[src/sv/strsb_pkg.sv]
`default_nettype none

package strsb_pkg;

    localparam int unsigned POC_W    = 31;
    localparam int unsigned SLOT_W   = 4;
    localparam int unsigned IDX_W    = 4;
    localparam int unsigned DELTA_W  = 16;
    localparam int unsigned NNEG_W   = 5;
    localparam int unsigned LIMIT_W  = 5;
    localparam int unsigned LIMIT_RST = 16;

    typedef enum logic [2:0] {
        S_IDLE,
        S_SEARCH,
        S_EMIT,
        S_IDR,
        S_UPDATE
    } t_state;

    typedef struct packed {
        logic                 is_idr;
        logic [IDX_W-1:0]     entry_index;
        logic [DELTA_W-1:0]   delta_minus_one;
        logic [NNEG_W-1:0]    negative_count;
        logic [SLOT_W-1:0]    list_slot;
        logic                 last;
    } t_result;

endpackage

`default_nettype wire

[src/sv/short_term_ref_set_builder.sv]
// Channel   | Handshake            | Payload
// ----------+----------------------+----------------------------------------------
// request   | i_valid / o_ready    | i_pic_count, i_target_slot, i_has_reference,
//           |                      | i_reference_slot
// result    | o_valid / i_ready    | o_is_idr, o_entry_index, o_delta_minus_one,
//           |                      | o_negative_count, o_list_slot, o_last
// config    | i_cfg_we             | i_cfg_data (history depth limit)
//
// A request first walks the history with one shared comparator, one entry a cycle; then
// one shared subtractor forms one result a cycle while the result register is free (an
// IDR request gives a single result instead), then the S_UPDATE state updates the state.
// The result register holds a result while i_ready is low; each new result waits on it.
// o_ready is high only between requests. Reset is synchronous and active low;
// it clears the history fill and the slot valid bits, no clearing pass.
`default_nettype none

module short_term_ref_set_builder #(
    parameter int unsigned HISTORY_DEPTH = 16,
    parameter int unsigned SLOT_COUNT    = 16
) (
    input  wire                               i_clk,
    input  wire                               i_rst_n,
    input  wire                               i_cfg_we,
    input  wire [strsb_pkg::LIMIT_W-1:0]      i_cfg_data,
    input  wire                               i_valid,
    output logic                              o_ready,
    input  wire [strsb_pkg::POC_W-1:0]        i_pic_count,
    input  wire [strsb_pkg::SLOT_W-1:0]       i_target_slot,
    input  wire                               i_has_reference,
    input  wire [strsb_pkg::SLOT_W-1:0]       i_reference_slot,
    output logic                              o_valid,
    input  wire                               i_ready,
    output logic                              o_is_idr,
    output logic [strsb_pkg::IDX_W-1:0]       o_entry_index,
    output logic [strsb_pkg::DELTA_W-1:0]     o_delta_minus_one,
    output logic [strsb_pkg::NNEG_W-1:0]      o_negative_count,
    output logic [strsb_pkg::SLOT_W-1:0]      o_list_slot,
    output logic                              o_last
);

    localparam int unsigned HIW = (HISTORY_DEPTH > 1) ? $clog2(HISTORY_DEPTH) : 1;
    localparam int unsigned FW  = $clog2(HISTORY_DEPTH + 1);
    localparam int unsigned SW  = (SLOT_COUNT > 1) ? $clog2(SLOT_COUNT) : 1;
    localparam int unsigned WW  = 6;

    strsb_pkg::t_state  r_state, n_state;

    logic [strsb_pkg::LIMIT_W-1:0] r_limit;
    logic [FW-1:0]                 r_fill, n_fill;
    logic [FW-1:0]                 r_idx, n_idx;
    logic [FW-1:0]                 r_nneg, n_nneg;
    logic                          r_out_valid, n_out_valid;
    strsb_pkg::t_result            r_out, n_out;

    logic [strsb_pkg::POC_W-1:0]   r_poc;
    logic [strsb_pkg::SLOT_W-1:0]  r_tslot;
    logic [strsb_pkg::SLOT_W-1:0]  r_rslot;
    logic [strsb_pkg::POC_W-1:0]   r_ref;
    logic                          r_want;

    logic [strsb_pkg::POC_W-1:0]   r_hist     [HISTORY_DEPTH];
    logic [strsb_pkg::POC_W-1:0]   r_slot_cnt [SLOT_COUNT];
    logic [SLOT_COUNT-1:0]         r_slot_vld;

    logic                          w_accept;
    logic                          w_out_free;
    logic                          w_ref_in_range;
    logic [SW-1:0]                 w_rsel;
    logic [SW-1:0]                 w_tsel;
    logic                          w_tslot_in_range;
    logic [strsb_pkg::POC_W-1:0]   w_ref_val;
    logic [strsb_pkg::POC_W-1:0]   w_hist_rd;
    logic [FW-1:0]                 w_idx_inc;
    logic                          w_push;
    logic                          w_hist_push;
    logic                          w_slot_we;
    logic [WW-1:0]                 w_f1, w_f2, w_f3, w_lim;

    assign w_accept   = i_valid && o_ready;
    assign w_out_free = !r_out_valid || i_ready;

    assign w_ref_in_range   = 32'(i_reference_slot) < 32'(SLOT_COUNT);
    assign w_tslot_in_range = 32'(r_tslot) < 32'(SLOT_COUNT);
    assign w_rsel           = SW'(i_reference_slot);
    assign w_tsel           = SW'(r_tslot);
    assign w_ref_val        = r_slot_vld[w_rsel] ? r_slot_cnt[w_rsel] : '0;
    assign w_hist_rd        = r_hist[r_idx[HIW-1:0]];
    assign w_idx_inc        = r_idx + FW'(1);

    assign w_push = (r_fill == '0) || (r_hist[0] != r_poc);
    assign w_f1   = WW'(r_fill) + (w_push ? WW'(1) : WW'(0));
    assign w_lim  = (WW'(r_limit) > WW'(HISTORY_DEPTH)) ? WW'(HISTORY_DEPTH) : WW'(r_limit);
    assign w_f2   = (w_f1 > w_lim) ? (w_f1 - WW'(1)) : w_f1;
    assign w_f3   = (w_f2 > WW'(HISTORY_DEPTH)) ? WW'(HISTORY_DEPTH) : w_f2;

    always_ff @(posedge i_clk) begin
        if (!i_rst_n) begin
            r_state     <= strsb_pkg::S_IDLE;
            r_limit     <= strsb_pkg::LIMIT_W'(strsb_pkg::LIMIT_RST);
            r_fill      <= '0;
            r_idx       <= '0;
            r_nneg      <= '0;
            r_out_valid <= 1'b0;
            r_slot_vld  <= '0;
        end else begin
            r_state     <= n_state;
            r_fill      <= n_fill;
            r_idx       <= n_idx;
            r_nneg      <= n_nneg;
            r_out_valid <= n_out_valid;
            if (i_cfg_we) begin
                r_limit <= i_cfg_data;
            end
            if (w_slot_we) begin
                r_slot_vld[w_tsel] <= 1'b1;
            end
        end
    end

    always_ff @(posedge i_clk) begin
        r_out <= n_out;
        if (w_accept) begin
            r_poc   <= i_pic_count;
            r_tslot <= i_target_slot;
            r_rslot <= i_reference_slot;
            r_ref   <= w_ref_val;
            r_want  <= i_has_reference && w_ref_in_range;
        end
        if (w_slot_we) begin
            r_slot_cnt[w_tsel] <= r_poc;
        end
        if (w_hist_push) begin
            for (int k = 1; k < HISTORY_DEPTH; k++) begin
                r_hist[k] <= r_hist[k-1];
            end
            r_hist[0] <= r_poc;
        end
    end

    always_comb begin
        n_state     = r_state;
        n_fill      = r_fill;
        n_idx       = r_idx;
        n_nneg      = r_nneg;
        n_out_valid = r_out_valid && !i_ready;
        n_out       = r_out;
        o_ready     = 1'b0;
        w_hist_push = 1'b0;
        w_slot_we   = 1'b0;
        case (r_state)
            strsb_pkg::S_IDLE: begin
                o_ready = 1'b1;
                if (i_valid) begin
                    n_idx   = '0;
                    n_state = strsb_pkg::S_SEARCH;
                end
            end
            strsb_pkg::S_SEARCH: begin
                if (!r_want || r_idx == r_fill) begin
                    n_state = strsb_pkg::S_IDR;
                end else if (w_hist_rd == r_ref) begin
                    n_nneg  = w_idx_inc;
                    n_idx   = '0;
                    n_state = strsb_pkg::S_EMIT;
                end else begin
                    n_idx = w_idx_inc;
                end
            end
            strsb_pkg::S_EMIT: begin
                if (w_out_free) begin
                    n_out_valid           = 1'b1;
                    n_out.is_idr          = 1'b0;
                    n_out.entry_index     = strsb_pkg::IDX_W'(r_idx);
                    n_out.delta_minus_one = strsb_pkg::DELTA_W'(r_poc[15:0]
                                            - w_hist_rd[15:0]
                                            - strsb_pkg::DELTA_W'(r_idx)
                                            - strsb_pkg::DELTA_W'(1));
                    n_out.negative_count  = strsb_pkg::NNEG_W'(r_nneg);
                    n_out.list_slot       = r_rslot;
                    n_out.last            = (w_idx_inc == r_nneg);
                    n_idx                 = w_idx_inc;
                    if (w_idx_inc == r_nneg) begin
                        n_state = strsb_pkg::S_UPDATE;
                    end
                end
            end
            strsb_pkg::S_IDR: begin
                if (w_out_free) begin
                    n_out_valid           = 1'b1;
                    n_out.is_idr          = 1'b1;
                    n_out.entry_index     = '0;
                    n_out.delta_minus_one = '0;
                    n_out.negative_count  = '0;
                    n_out.list_slot       = '0;
                    n_out.last            = 1'b1;
                    n_fill                = '0;
                    n_state               = strsb_pkg::S_UPDATE;
                end
            end
            strsb_pkg::S_UPDATE: begin
                w_slot_we   = w_tslot_in_range;
                w_hist_push = w_push;
                n_fill      = FW'(w_f3);
                n_state     = strsb_pkg::S_IDLE;
            end
            default: begin
                n_state = strsb_pkg::S_IDLE;
            end
        endcase
    end

    assign o_valid           = r_out_valid;
    assign o_is_idr          = r_out.is_idr;
    assign o_entry_index     = r_out.entry_index;
    assign o_delta_minus_one = r_out.delta_minus_one;
    assign o_negative_count  = r_out.negative_count;
    assign o_list_slot       = r_out.list_slot;
    assign o_last            = r_out.last;

    a_fill_bound: assert property (@(posedge i_clk) disable iff (!i_rst_n)
        32'(r_fill) <= HISTORY_DEPTH)
        else $error("history fill above depth");

    a_busy_after_accept: assert property (@(posedge i_clk) disable iff (!i_rst_n)
        w_accept |=> !o_ready)
        else $error("ready right after an accepted request");

    a_emit_in_set: assert property (@(posedge i_clk) disable iff (!i_rst_n)
        (r_state == strsb_pkg::S_EMIT) |-> (r_idx < r_nneg))
        else $error("emit index beyond the set");

    a_last_count: assert property (@(posedge i_clk) disable iff (!i_rst_n)
        (o_valid && !o_is_idr && o_last) |->
            (strsb_pkg::NNEG_W'(o_entry_index) + strsb_pkg::NNEG_W'(1) == o_negative_count))
        else $error("final P result does not close the set");

    a_idr_single: assert property (@(posedge i_clk) disable iff (!i_rst_n)
        (o_valid && o_is_idr) |-> (o_last && o_negative_count == '0))
        else $error("IDR result not a single closing result");

endmodule

`default_nettype wire
[config.mk]
export PLATFORM = sky130hd
export DESIGN_NAME = short_term_ref_set_builder
export DESIGN_NICKNAME = d
export VERILOG_FILES = /design/src/sv/strsb_pkg.sv /design/src/sv/short_term_ref_set_builder.sv
export SDC_FILE = /design/constraint.sdc
export NUM_CORES = 1
export LEC_CHECK = 0
export ABC_CLOCK_PERIOD_IN_PS = 41700
export BUFFER_PORTS_ARGS = -buffer_cell sky130_fd_sc_hd__buf_2
export CAP_MARGIN = 40
export CORE_ASPECT_RATIO = 1.5
export CORE_MARGIN = 2
export CORE_UTILIZATION = 40
export DETAILED_ROUTE_END_ITERATION = 8
export PLACE_DENSITY = 0.67
export SYNTH_ARGS = -nofsm -noshare
export SYNTH_HDL_FRONTEND = slang
export SYNTH_SLANG_ARGS = --single-unit
export TNS_END_PERCENT = 5
[constraint.sdc]
create_clock -name i_clk -period 41.7 [get_ports i_clk]
set_input_delay 8.34 -clock i_clk [delete_from_list [all_inputs] [get_ports i_clk]]
set_output_delay 8.34 -clock i_clk [all_outputs]
set_load 0.02 [all_outputs]
Word level (Yosys, flattened, before mapping)
Memory sizes are Yosys's and may differ from the RTL's. A register that Yosys moved wholly into a read port is not among the register bits.
Index checks and enable logic that the tools add are counted.
{"block": "classes", "n_eq_ne": 14, "add_sub_neg": 6, "n_mux": 36, "bitwise": 2, "reduce_logical": 21, "n_lt_le_gt_ge": 6}
{"cell": "two-way mux 31 bit", "n": 2}
{"cell": "one-hot mux 31 bit (2 select lines)", "n": 1}
{"cell": "two-way mux 5 bit", "n": 7}
{"cell": "== test 31 bit", "n": 1}
{"cell": "inequality test 31 bit", "n": 1}
{"cell": "two-way mux 3 bit", "n": 6}
{"cell": "OR 16 bit", "n": 1}
{"cell": "subtractor 16 x 1 -> 16 bit (second input constant)", "n": 1}
{"cell": "subtractor 16 bit", "n": 1}
{"cell": "subtractor 16 x 5 -> 16 bit", "n": 1}
{"cell": "one-hot mux 5 bit (3 select lines)", "n": 1}
{"cell": "two-way mux 1 bit", "n": 12}
{"cell": "one-hot mux 3 bit (4 select lines)", "n": 1}
{"cell": "== test 5 bit", "n": 2}
{"cell": "< comparator 4 x 5 -> 1 bit (second input constant)", "n": 2}
{"cell": "inequality test 2 bit (second input constant)", "n": 5}
{"cell": "one-hot mux 5 bit (2 select lines)", "n": 1}
{"cell": "two-way mux 4 bit", "n": 2}
{"cell": "adder 5 x 1 -> 6 bit", "n": 1}
{"cell": "== test 3 x 2 -> 1 bit (second input constant)", "n": 2}
{"cell": "> comparator 6 x 5 -> 1 bit", "n": 1}
{"cell": "> comparator 6 x 5 -> 1 bit (second input constant)", "n": 1}
{"cell": "two-way mux 6 bit", "n": 1}
{"cell": "AND reduction 3 bit", "n": 2}
{"cell": "21 further kinds", "n": 29}
{"block": "word_totals", "reg_bits": 111, "input_bits": 50, "ram_bits": 992, "output_inout_bits": 33, "word_cells": 104, "memories": 2}
{"name": "r_hist", "depth": 16, "word_bits": 31, "read_ports": 16, "rd_clocked_by_memory_dff": 1, "wr": 16, "line": "short_term_ref_set_builder.sv:61", "source": "logic [strsb_pkg::POC_W-1:0] r_hist [HISTORY_DEPTH];"}
{"name": "r_slot_cnt", "depth": 16, "word_bits": 31, "read_ports": 1, "rd_clocked_by_memory_dff": 1, "wr": 1, "line": "short_term_ref_set_builder.sv:62", "source": "logic [strsb_pkg::POC_W-1:0] r_slot_cnt [SLOT_COUNT];"}

Logic depth before layout (Yosys ltp)
Gate-level depths: netlist (run 1).
An unclocked memory read counts as a cell.
{"block": "logic_depth", "depth_word": 10, "ltp_mapped": 21, "ltp_nobuf": 18}

Worst setup path before layout (run 1)
OpenSTA, ideal clock, no wires.
{"block": "synth_path", "kind": "reg2reg", "startpoint": "register r_fill[2]", "endpoint": "memory r_hist[0][0] (netlist bit), enable pin", "path_stages_with_launch": 7, "required_time_ps": 40774, "synth_period_minus_slack_ps": 13269, "path_buffers": 1, "arrival_ps": 12343, "setup_time_ps": 926, "slack_ps": 28431, "path_cell_list": "dfxtp_1 clkbuf_1 or4_1 nor2_1 nor4_1 nand3_1 and2_1"}
{"element": "start, declared", "line": "short_term_ref_set_builder.sv:49", "source": "logic [FW-1:0] r_fill, n_fill;"}
{"element": "start signal, assigned", "line": "short_term_ref_set_builder.sv:107", "source": "r_fill <= n_fill;"}
{"element": "end, declared", "line": "short_term_ref_set_builder.sv:61"}

Final worst setup path (run 1)
{"block": "layout_path", "startpoint": "input port i_reference_slot[0] (netlist bit)", "endpoint": "register r_ref[25] (netlist bit) (read register of r_slot_cnt), data pin"}
{"block": "layout_between", "elab_chain_len": 3}
{"element": "start, declared", "line": "short_term_ref_set_builder.sv:30", "source": "input wire [strsb_pkg::SLOT_W-1:0] i_reference_slot,"}
{"element": "binary-select mux 1 bit (select 4 bit)", "line": "short_term_ref_set_builder.sv:86", "source": "assign w_ref_val = r_slot_vld[w_rsel] ? r_slot_cnt[w_rsel] : '0;"}
{"element": "two-way mux 1 bit (not written as such)", "line": "short_term_ref_set_builder.sv:86"}
{"element": "zero test 1 bit (no source line)"}
{"element": "end, declared", "line": "short_term_ref_set_builder.sv:58", "source": "logic [strsb_pkg::POC_W-1:0] r_ref;"}
Parallel ways exist; a longest one is shown, timed or not. The select of a mux whose other input is x is not followed.
A chain may end at the register's enable or synchronous reset.

==> results of run 1 <==
synth_stat cells, drive strengths merged, types with 19 or more instances:
master	count
inv	57
mux4	264
clkbuf	43
dfxtp	44
xor2	30
o21ai	25
nor3	22
ha	34
a21oi	23
nor2b	44
nor2	93
edfxtp	1094
mux2i	97
buf	57
xnor2	82
a22oi	19
nand2	61
power groups by stage:
| stage | sequential [mW] | clock, mW | combinational [mW] |
|---|---|---|---|
| 3_3_place_gp | 1.37 | 0 | 0.234 |
| 5_1_grt | 1.35 | 1.03 | 0.261 |
| 6_report | 1.35 | 0.973 | 0.242 |
| 3_5_place_dp | 1.37 | 0 | 0.241 |
| 4_1_cts | 1.35 | 0.993 | 0.243 |
| 2_1_floorplan | 1.37 | 0 | 0.152 |
cell families (layout without fill, tap and decap cells):
family,count (synthesis),in the layout,synth area share [%]
buf+inv,157,370,1.54
fa+ha+maj,40,40,1.18
mux,368,368,15.4
simple gates,309,309,3.39
flops,1138,1138,74.3
compound gates,128,128,1.92
other cells,0,1,0
xor+xnor,113,113,2.21
layout make-up:
class / count / area, µm²
multi-input cells: 958 / 11100
repair buffers: 134 / 970
clock inverters: 67 / 867
flip-flops and latches: 1138 / 33700
well taps: 1453 / 1820
inverters: 57 / 214
diodes: 1 / 2.50
clock buffers: 112 / 2530
fillers: 9191 / 61600
worst register-to-register path, stage by stage, from the launching register on:
cell,delay [ps]
dfxtp_1,390
or4_1,490
nor2_1,660
nor4_1,230
nand3_1,330
and2_4,730
buf_4,360
buf_16,310
buf_4,490
buf_12,360
buf_4,420
buf_12,720
metrics by stage:
step                      hold slack [ps]  utilization (%)  setup slack (ps)  power (mW)
after detailed placement              430             42.4             30570        1.61
after CTS                             439             45.4             31310        2.58
after global placement                424             42.2             30100        1.60
final                                 431             45.4             31350        2.56
after global routing                  446             45.4             31180        2.64
after floorplan                       420                -             28430        1.52
metal layers:
layer  global-route usage (%)  vias up  share of wire, %
met1                     21.3    11600                38
met5                        0        -             0.013
met3                     2.41      160               5.4
met2                     31.1      731                53
met4                     7.75        2               4.0
li1                         -     9367                 -
sequential cells by signal (all words and copies together), names as in the netlist, 16 cells and up, named ones only:
register           cells
r_ref                 31
o_delta_minus_one     16
r_poc                 31
r_slot_vld            16
r_slot_cnt           496
r_hist               496
worst max-delay path by stage:
stage,start,endpoint,slack [ps],cells after the start
finish,i_reference_slot[0],r_ref[25]$_SDFFCE_PN0P_,31350,6
global route,i_reference_slot[0],r_ref[25]$_SDFFCE_PN0P_,31180,6
CTS,i_reference_slot[0],r_ref[18]$_SDFFCE_PN0P_,31310,7
detailed placement,i_reference_slot[0],r_ref[18]$_SDFFCE_PN0P_,30570,7
global placement,i_reference_slot[0],r_ref[4]$_SDFFCE_PN0P_,30100,5
floorplan,r_fill[2]$_SDFFE_PN0P_,r_hist[0][0]$_DFFE_PP_,28430,6
==> impl_metrics.json, run 1 <==
{
  "max-cap-violations": 0,
  "ys.flop_type": "edfxtp_1",
  "clk_pin_slew_ps": 70,
  "worstPathCellList": "clkbuf_8 -> buf_4 -> buf_12 -> mux4_2 -> mux4_2 -> nor2b_1",
  "path_class": "input port to register",
  "cts_hold_buf": 0,
  "min_from": "r_hist[12][6]$_DFFE_PP_",
  "htreeDepth": 3,
  "timing.final.max_slew_violations": 0,
  "final_cell_mix": "edfxtp_1, mux4_2, clkbuf_16",
  "outcome": "finished, final reports clean",
  "antenna_found_initial": 2,
  "intPower_mw": 1.96,
  "cts.sinks": 1138,
  "crit_top_cell": "mux4_2",
  "drive_gt1_share_pct": 24.1,
  "netlist.area_leader.share_pct": 72.4,
  "finalHoldViolCount": 0,
  "grt.total_usage_pct": 17.5,
  "setup_tns_ps": 0,
  "timing.rr.start": "r_fill[2]$_SDFFE_PN0P_",
  "place_congestion": 0.826,
  "start_util_pct": 40.2,
  "grt_max_degree": 211,
  "core_area_um2": 113000,
  "setup_viol": 0,
  "rsz0062_at_grt": "false",
  "slowest_stage": "mux4_2",
  "vias": 21900,
  "totalWireLength_um": 102000,
  "mostFrequentLayoutCell": "edfxtp_1",
  "port_buffers": 82,
  "yosysSeqAreaShare_pct": 74.3,
  "placement.cell_area_um2": 47800,
  "relSlewSlack_pct": 21.2,
  "peakVddDrop_mv": 0.0390,
  "period_minus_slack_ps": 10350,
  "comb_power_share_pct": 9.4,
  "cp_top_family": "buffers and inverters",
  "worstMarginPinSlew_ps": 1180,
  "ios": 83,
  "cts_tree": "built",
  "r2r_cells": 11,
  "cp.required_ps": 42120,
  "synth_edf_count": 1094,
  "final_area_um2": 51200,
  "synth_seq_cells": 1138,
  "clk_root_buffer_cell": "clkbuf_16",
  "rows": 151,
  "hpwl_um": 61700,
  "min_to": "r_hist[13][6]$_DFFE_PP_",
  "fin_nets": 2475,
  "hold_path_class": "register to register",
  "switchingPower_mw": 0.597,
  "postRouteAntennaNets": 0,
  "synth_area_leader_cell": "edfxtp_1",
  "postSynthAreaPerCell_um2": 20.1,
  "grt_pass1_wl_um": 150000,
  "clockBufferDepth": 3,
  "synthArstFlopShare_pct": 0,
  "numCtsBuffers": 97,
  "via_per_inst": 5.57,
  "gr-total-overflow": 0,
  "p_per_area_nw_per_um2": 50.0,
  "min_path_cells": 0,
  "first_global_vias": 22800,
  "drc": 0,
  "first_pass_iters": 5,
  "syn-num-nets": 2342,
  "clockPowerShare_pct": 38.0,
  "ys_top_cells_by_area": "edfxtp_1, mux4_2, mux2i_1",
  "postCtsSetupBuffers": 0,
  "syn_area_um2": 45400,
  "crit_fanout": 40,
  "switching_share_pct": 23.3,
  "synthCells": 2253,
  "cp.arrival_ps": 10760,
  "dieArea_um2": 116000,
  "p_leak_nw": 16.3,
  "fin_cells": 3920,
  "die_h_um": 417,
  "reg2reg_to": "r_hist[11][26]$_DFFE_PP_",
  "crit_path_end_kind": "register",
  "area_growth_syn_to_layout_pct": 12.9,
  "cts-resized-gates": 0,
  "insertion_delay_ps": 690,
  "synth_cell_type_count": 73,
  "skew_ps": 26.1,
  "yosys_warnings": 0,
  "crit_path_max_incr_delay_ps": 530,
  "r2r_slack_ps": 35540,
  "max_freq_mhz": 96.6,
  "cp_num_buf_inv": 3,
  "worst_setup_path_start_kind": "input port",
  "place_inst": 3738,
  "wl_per_cell_um": 26.1,
  "drt_first_iter_violations": 2067,
  "chipWidth_um": 279,
  "fin_crit_sh_pct": 24.8,
  "pwr-share-seq_pct": 52.6
}
Power figures use the tool's default switching activity.
==> inputs of run 2 (changes only) <==
ABC_AREA = 1   (was not set)
ABC_CLOCK_PERIOD_IN_PS = 10400   (was 41700)
clock period = 10.4 ns   (was 41.7 ns; I/O delays follow)
==> impl_metrics.json, run 2 <==
{
  "outcome": "finished, final reports clean",
  "comb_power_share_pct": 20.0,
  "p_leak_nw": 19.8,
  "grt_pass1_wl_um": 170000,
  "crit_fanout": 166,
  "die_h_um": 427,
  "finalWorstSetupSlack_ps": 4640,
  "setup_viol": 0,
  "gr-total-overflow": 0,
  "intPower_mw": 8.66,
  "postSynthAreaPerCell_um2": 12.0,
  "hpwl_um": 66100,
  "syn_area_um2": 47700,
  "vias": 29400,
  "core_area_um2": 119000,
  "drc": 0,
  "peakVddDrop_mv": 0.174,
  "first_global_vias": 28800,
  "fin_nets": 4124,
  "pwr-share-seq_pct": 48.4,
  "min_from": "r_hist[3][25]$_DFFE_PP_",
  "switchingPower_mw": 3.79,
  "mostFrequentLayoutCell": "edfxtp_1",
  "htreeDepth": 3,
  "ys_top_cells_by_area": "edfxtp_1, nand2_1, o21ai_0",
  "via_per_inst": 5.17,
  "preCtsSetupSlack_ps": 4680,
  "period_minus_slack_ps": 5760,
  "cts-resized-gates": 0,
  "final_cell_mix": "edfxtp_1, nand2_1, inv_1",
  "largestRegisters": "r_hist x496, r_slot_cnt x496",
  "ys.flop_type": "edfxtp_1",
  "final_area_um2": 53400,
  "switching_share_pct": 30.5,
  "drive_gt1_share_pct": 8.56,
  "cts_hold_buf": 0,
  "place_congestion": 0.837,
  "clk_pin_slew_ps": 70,
  "synthCells": 3975,
  "netlist.area_leader.share_pct": 68.9,
  "cts_tree": "built",
  "worst_setup_path_start_kind": "register",
  "insertion_delay_ps": 720,
  "postCtsSetupBuffers": 0,
  "relSlewSlack_pct": 32.7,
  "reg2reg_to": "o_delta_minus_one[13]$_SDFFCE_PN0P_",
  "ios": 83,
  "cp.arrival_ps": 6320,
  "worstMarginPinSlew_ps": 1010,
  "synthTopCellsByCount": "edfxtp_1, nand2_1, inv_1, o21ai_0, nor2_1",
  "rows": 155,
  "r2r_slack_ps": 4640,
  "postRouteAntennaNets": 0,
  "setup_tns_ps": 0,
  "grt_max_degree": 186,
  "grt.total_usage_pct": 18.2,
  "area_growth_syn_to_layout_pct": 12.0,
  "timing.final.max_slew_violations": 0,
  "fin_crit_sh_pct": 55.4,
  "clockBufferDepth": 3,
  "antenna_found_initial": 6,
  "n_fill_cell": 10600,
  "placement.cell_area_um2": 49900,
  "synth_seq_cells": 1138,
  "crit_end": "o_delta_minus_one[13]$_SDFFCE_PN0P_",
  "max_freq_mhz": 174,
  "synth_cell_type_count": 47,
  "port_buffers": 82,
  "totalWireLength_um": 112000,
  "path_class": "register to register",
  "r2r_cells": 22,
  "cts.sinks": 1138,
  "numCtsBuffers": 101,
  "drt_first_iter_violations": 2795,
  "synth.most_common_cell": "edfxtp_1",
  "first_pass_iters": 7,
  "synth_edf_count": 1094,
  "hold_path_class": "register to register",
  "dieArea_um2": 122000,
  "synth_area_leader_cell": "edfxtp_1",
  "skew_ps": 25.0,
  "p_per_area_nw_per_um2": 233,
  "crit_path_end_kind": "register",
  "wl_per_cell_um": 19.7,
  "syn-num-nets": 4064,
  "yosysSeqAreaShare_pct": 70.7,
  "cp.required_ps": 10960,
  "register_area_um2": 33700,
  "yosys_warnings": 0,
  "clk_root_buffer_cell": "clkbuf_16",
  "multi_input_area_um2": 11500,
  "clockPowerShare_pct": 31.5,
  "finalHoldViolCount": 0,
  "start_util_pct": 40.2,
  "rsz0062_at_grt": "false",
  "max-cap-violations": 0,
  "chipWidth_um": 286,
  "synthArstFlopShare_pct": 0
}
run 2: layer usage:
metal	routed length (µm)	up-vias	share of wire [%]	track usage, %
li1	-	14000	-	-
met1	44600	14400	40	22.1
met2	57100	825	51	32.0
met3	5510	210	4.9	2.39
met4	4860	0	4.3	8.53
met5	0	-	0	0
run 2: cell families after synthesis:
logic type                 after synthesis  share of synthesized area, %
xor gates and xnor gates                41                         0.769
and+or+nand+nor                       1286                          11.1
muxes                                  128                          2.69
DFF                                   1138                          70.7
adders and majority gates               39                          1.10
buffers and inverters                  635                          5.53
AOI/OAI and AO/OA                      708                          8.09
run 2: worst min-delay path by stage:
stage,to,cells after the start
3_3_place_gp,r_hist[4][9]$_DFFE_PP_,0
4_1_cts,r_hist[2][18]$_DFFE_PP_,0
5_1_grt,r_hist[4][18]$_DFFE_PP_,0
2_1_floorplan,r_hist[12][10]$_DFFE_PP_,0
6_report,r_hist[4][25]$_DFFE_PP_,0
3_5_place_dp,r_hist[4][23]$_DFFE_PP_,0
run 2: power groups by stage:
| stage | combinational [mW] | clock [mW] | sequential [mW] |
|---|---|---|---|
| 6_report | 2.49 | 3.93 | 6.03 |
| 5_1_grt | 2.80 | 4.16 | 6.07 |
| 4_1_cts | 2.51 | 4.00 | 6.03 |
| 3_5_place_dp | 2.50 | 0 | 6.12 |
| 3_3_place_gp | 2.42 | 0 | 6.11 |
| 2_1_floorplan | 1.69 | 0 | 6.15 |
run 2: worst max-delay path: stages (launching register included):
cell	delay [ps]
dfxtp_4	690
buf_4	350
buf_16	300
buf_12	510
nor2_1	110
nor2_1	110
o21ai_0	90
nand3_1	110
nand3_1	100
nand2_1	90
inv_1	60
fa_1	470
ha_1	290
nand2_1	50
nand2_1	60
o21ai_0	130
o21ai_0	590
a31oi_1	260
o21ai_0	370
a21boi_0	200
o21ai_0	270
o21ai_0	120
a21oi_1	150
run 2: stage by stage:
step                      instances  total power, mW  hold WS [ps]  util [%]
after floorplan                3975             7.84           421         -
after global placement         5494             8.52           424      41.9
after detailed placement       5502             8.62           429      42.1
after CTS                      5694             12.5           446      45.0
after global routing           5695             13.0           448      45.0
final                          5695             12.4           439      45.0
run 2: layout make-up:
class | instances | share of cell area (%)
flip-flops and latches | 1138 | 63.2
multi-input cells | 2202 | 21.5
clock buffers | 118 | 4.95
well taps | 1570 | 3.68
inverters | 437 | 3.10
repair buffers | 155 | 2.11
clock inverters | 74 | 1.54
diodes | 1 | 0.00468
==> inputs of run 3 (changes only) <==
ABC_AREA = 0   (was 1)
ABC_CLOCK_PERIOD_IN_PS = 4600   (was 10400)
PLACE_DENSITY = 0.69   (was 0.67)
clock period = 4.6 ns   (was 10.4 ns; I/O delays follow)
==> impl_metrics.json, run 3 (synthesis results as in run 1) <==
{
  "cp.required_ps": 5090,
  "finalWorstSetupSlack_ps": 194,
  "mostFrequentLayoutCell": "edfxtp_1",
  "cts_tree": "built",
  "port_buffers": 82,
  "clk_root_buffer_cell": "clkbuf_16",
  "wl_met2_um": 54700,
  "total_power_mw": 22.5,
  "postRouteAntennaNets": 0,
  "rows": 151,
  "wl_per_cell_um": 26.2,
  "path_class": "register to register",
  "totalWireLength_um": 105000,
  "relSlewSlack_pct": 40.5,
  "timing.final.max_slew_violations": 0,
  "drive_gt1_share_pct": 26.4,
  "multi_input_area_um2": 11100,
  "max_freq_mhz": 227,
  "place_congestion": 0.899,
  "wl_met1_um": 38700,
  "ios": 83,
  "setup_tns_ps": 0,
  "gr-total-overflow": 0,
  "clk_pin_slew_ps": 60,
  "grt.total_usage_pct": 18.0,
  "drt_first_iter_violations": 2208,
  "diodes": 0,
  "first_global_vias": 23400,
  "crit_fanout": 31,
  "chipWidth_um": 279,
  "first_pass_iters": 5,
  "cts.sinks": 1138,
  "final_cell_mix": "edfxtp_1, mux4_2, buf_4",
  "period_minus_slack_ps": 4410,
  "peakVddDrop_mv": 0.370,
  "setup_viol": 0,
  "numCtsBuffers": 98,
  "via_per_inst": 5.64,
  "pwr-share-seq_pct": 54.0,
  "grt_pass1_wl_um": 154000,
  "final_area_um2": 51700,
  "fin_crit_sh_pct": 95.8,
  "n_fill_cell": 9157,
  "p_leak_nw": 16.6,
  "hpwl_um": 67600,
  "start_util_pct": 40.2,
  "max-cap-violations": 0,
  "crit_path_end_kind": "register",
  "worst_setup_path_start_kind": "register",
  "clockPowerShare_pct": 35.6,
  "cts_hold_buf": 0,
  "clockBufferDepth": 3,
  "outcome": "finished, final reports clean",
  "fin_nets": 2561,
  "comb_power_share_pct": 10.4,
  "die_h_um": 417,
  "drc": 0,
  "cp.arrival_ps": 4890,
  "skew_ps": 28.3,
  "grt_max_degree": 80,
  "area_growth_syn_to_layout_pct": 13.9,
  "dr_wl_met3_um": 5760,
  "p_per_area_nw_per_um2": 435,
  "hold_path_class": "input port to register",
  "worstMarginPinSlew_ps": 891,
  "preCtsSetupSlack_ps": -267,
  "antenna_found_initial": 4,
  "placement.cell_area_um2": 48500,
  "htreeDepth": 3,
  "vias": 22500,
  "insertion_delay_ps": 700,
  "largestRegisters": "r_hist x496, r_slot_cnt x496",
  "intPower_mw": 17.1,
  "switching_share_pct": 24.0,
  "core_area_um2": 113000,
  "top_layer_used": "met4",
  "switchingPower_mw": 5.40,
  "finalHoldViolCount": 0,
  "min_from": "i_pic_count[26]",
  "register_area_um2": 33700,
  "dieArea_um2": 116000,
  "holdWs_ps": 399
}
==> run 3: critical path, stage by stage, from the launching register on <==
cell,delay [ps]
dfxtp_4,430
buf_12,140
buf_4,150
buf_12,230
mux4_2,540
mux2i_1,150
mux2i_1,160
xor2_1,210
a2111oi_1,600
and4_1,340
nand4_2,260
buf_4,250
a32oi_1,390
o31ai_1,290
==> run 3: per-layer routing <==
| layer | global-route usage [%] | vias up |
|---|---|---|
| met2 | 31.4 | 877 |
| met3 | 2.43 | 232 |
| met4 | 9.41 | 0 |
| met1 | 21.9 | 11900 |
| met5 | 0 | - |
| li1 | - | 9530 |
==> run 3: path summary, 6_finish.rpt <==
| path | endpoint | slack, ps | cells after the start |
|---|---|---|---|
| min | r_poc[26]$_DFFE_PP_ | 400 | 1 |
| max | r_idx[3]$_SDFFE_PN0P_ | 190 | 13 |
| min reg2reg | r_hist[10][15]$_DFFE_PP_ | 440 | 0 |
| max reg2reg | r_idx[3]$_SDFFE_PN0P_ | 190 | 13 |
==> run 3: cell type report <==
type / count / share of cell area (%)
sequential: 1138 / 65.3
tap: 1453 / 3.52
inverter: 57 / 0.414
clock buffer: 122 / 5.10
timing repair buffer: 219 / 3.34
multi-input combinational: 958 / 21.6
clock inverter: 54 / 0.789
==> run 3: power groups by stage <==
stage               Sequential (mW)  Combinational [mW]  Clock, mW
floorplan                      12.4                1.38          0
global route                   12.2                2.53       8.54
detailed placement             12.4                2.32          0
global placement               12.3                2.26          0
finish                         12.1                2.35       8.01
CTS                            12.1                2.35       8.17
==> run 3: repair_timing <==
action	CTS	global route
setup endpoints to repair	7	10
hold endpoints to repair	0	0
buffers inserted	2	9
gates resized for setup	3	12
pin swaps	0	7
==> run 3: metrics by stage <==
stage	cells	util, %
5_1_grt	4001	45.8
3_3_place_gp	3809	42.9
4_1_cts	3991	45.7
2_1_floorplan	2253	-
6_report	4001	45.8
3_5_place_dp	3813	43.0
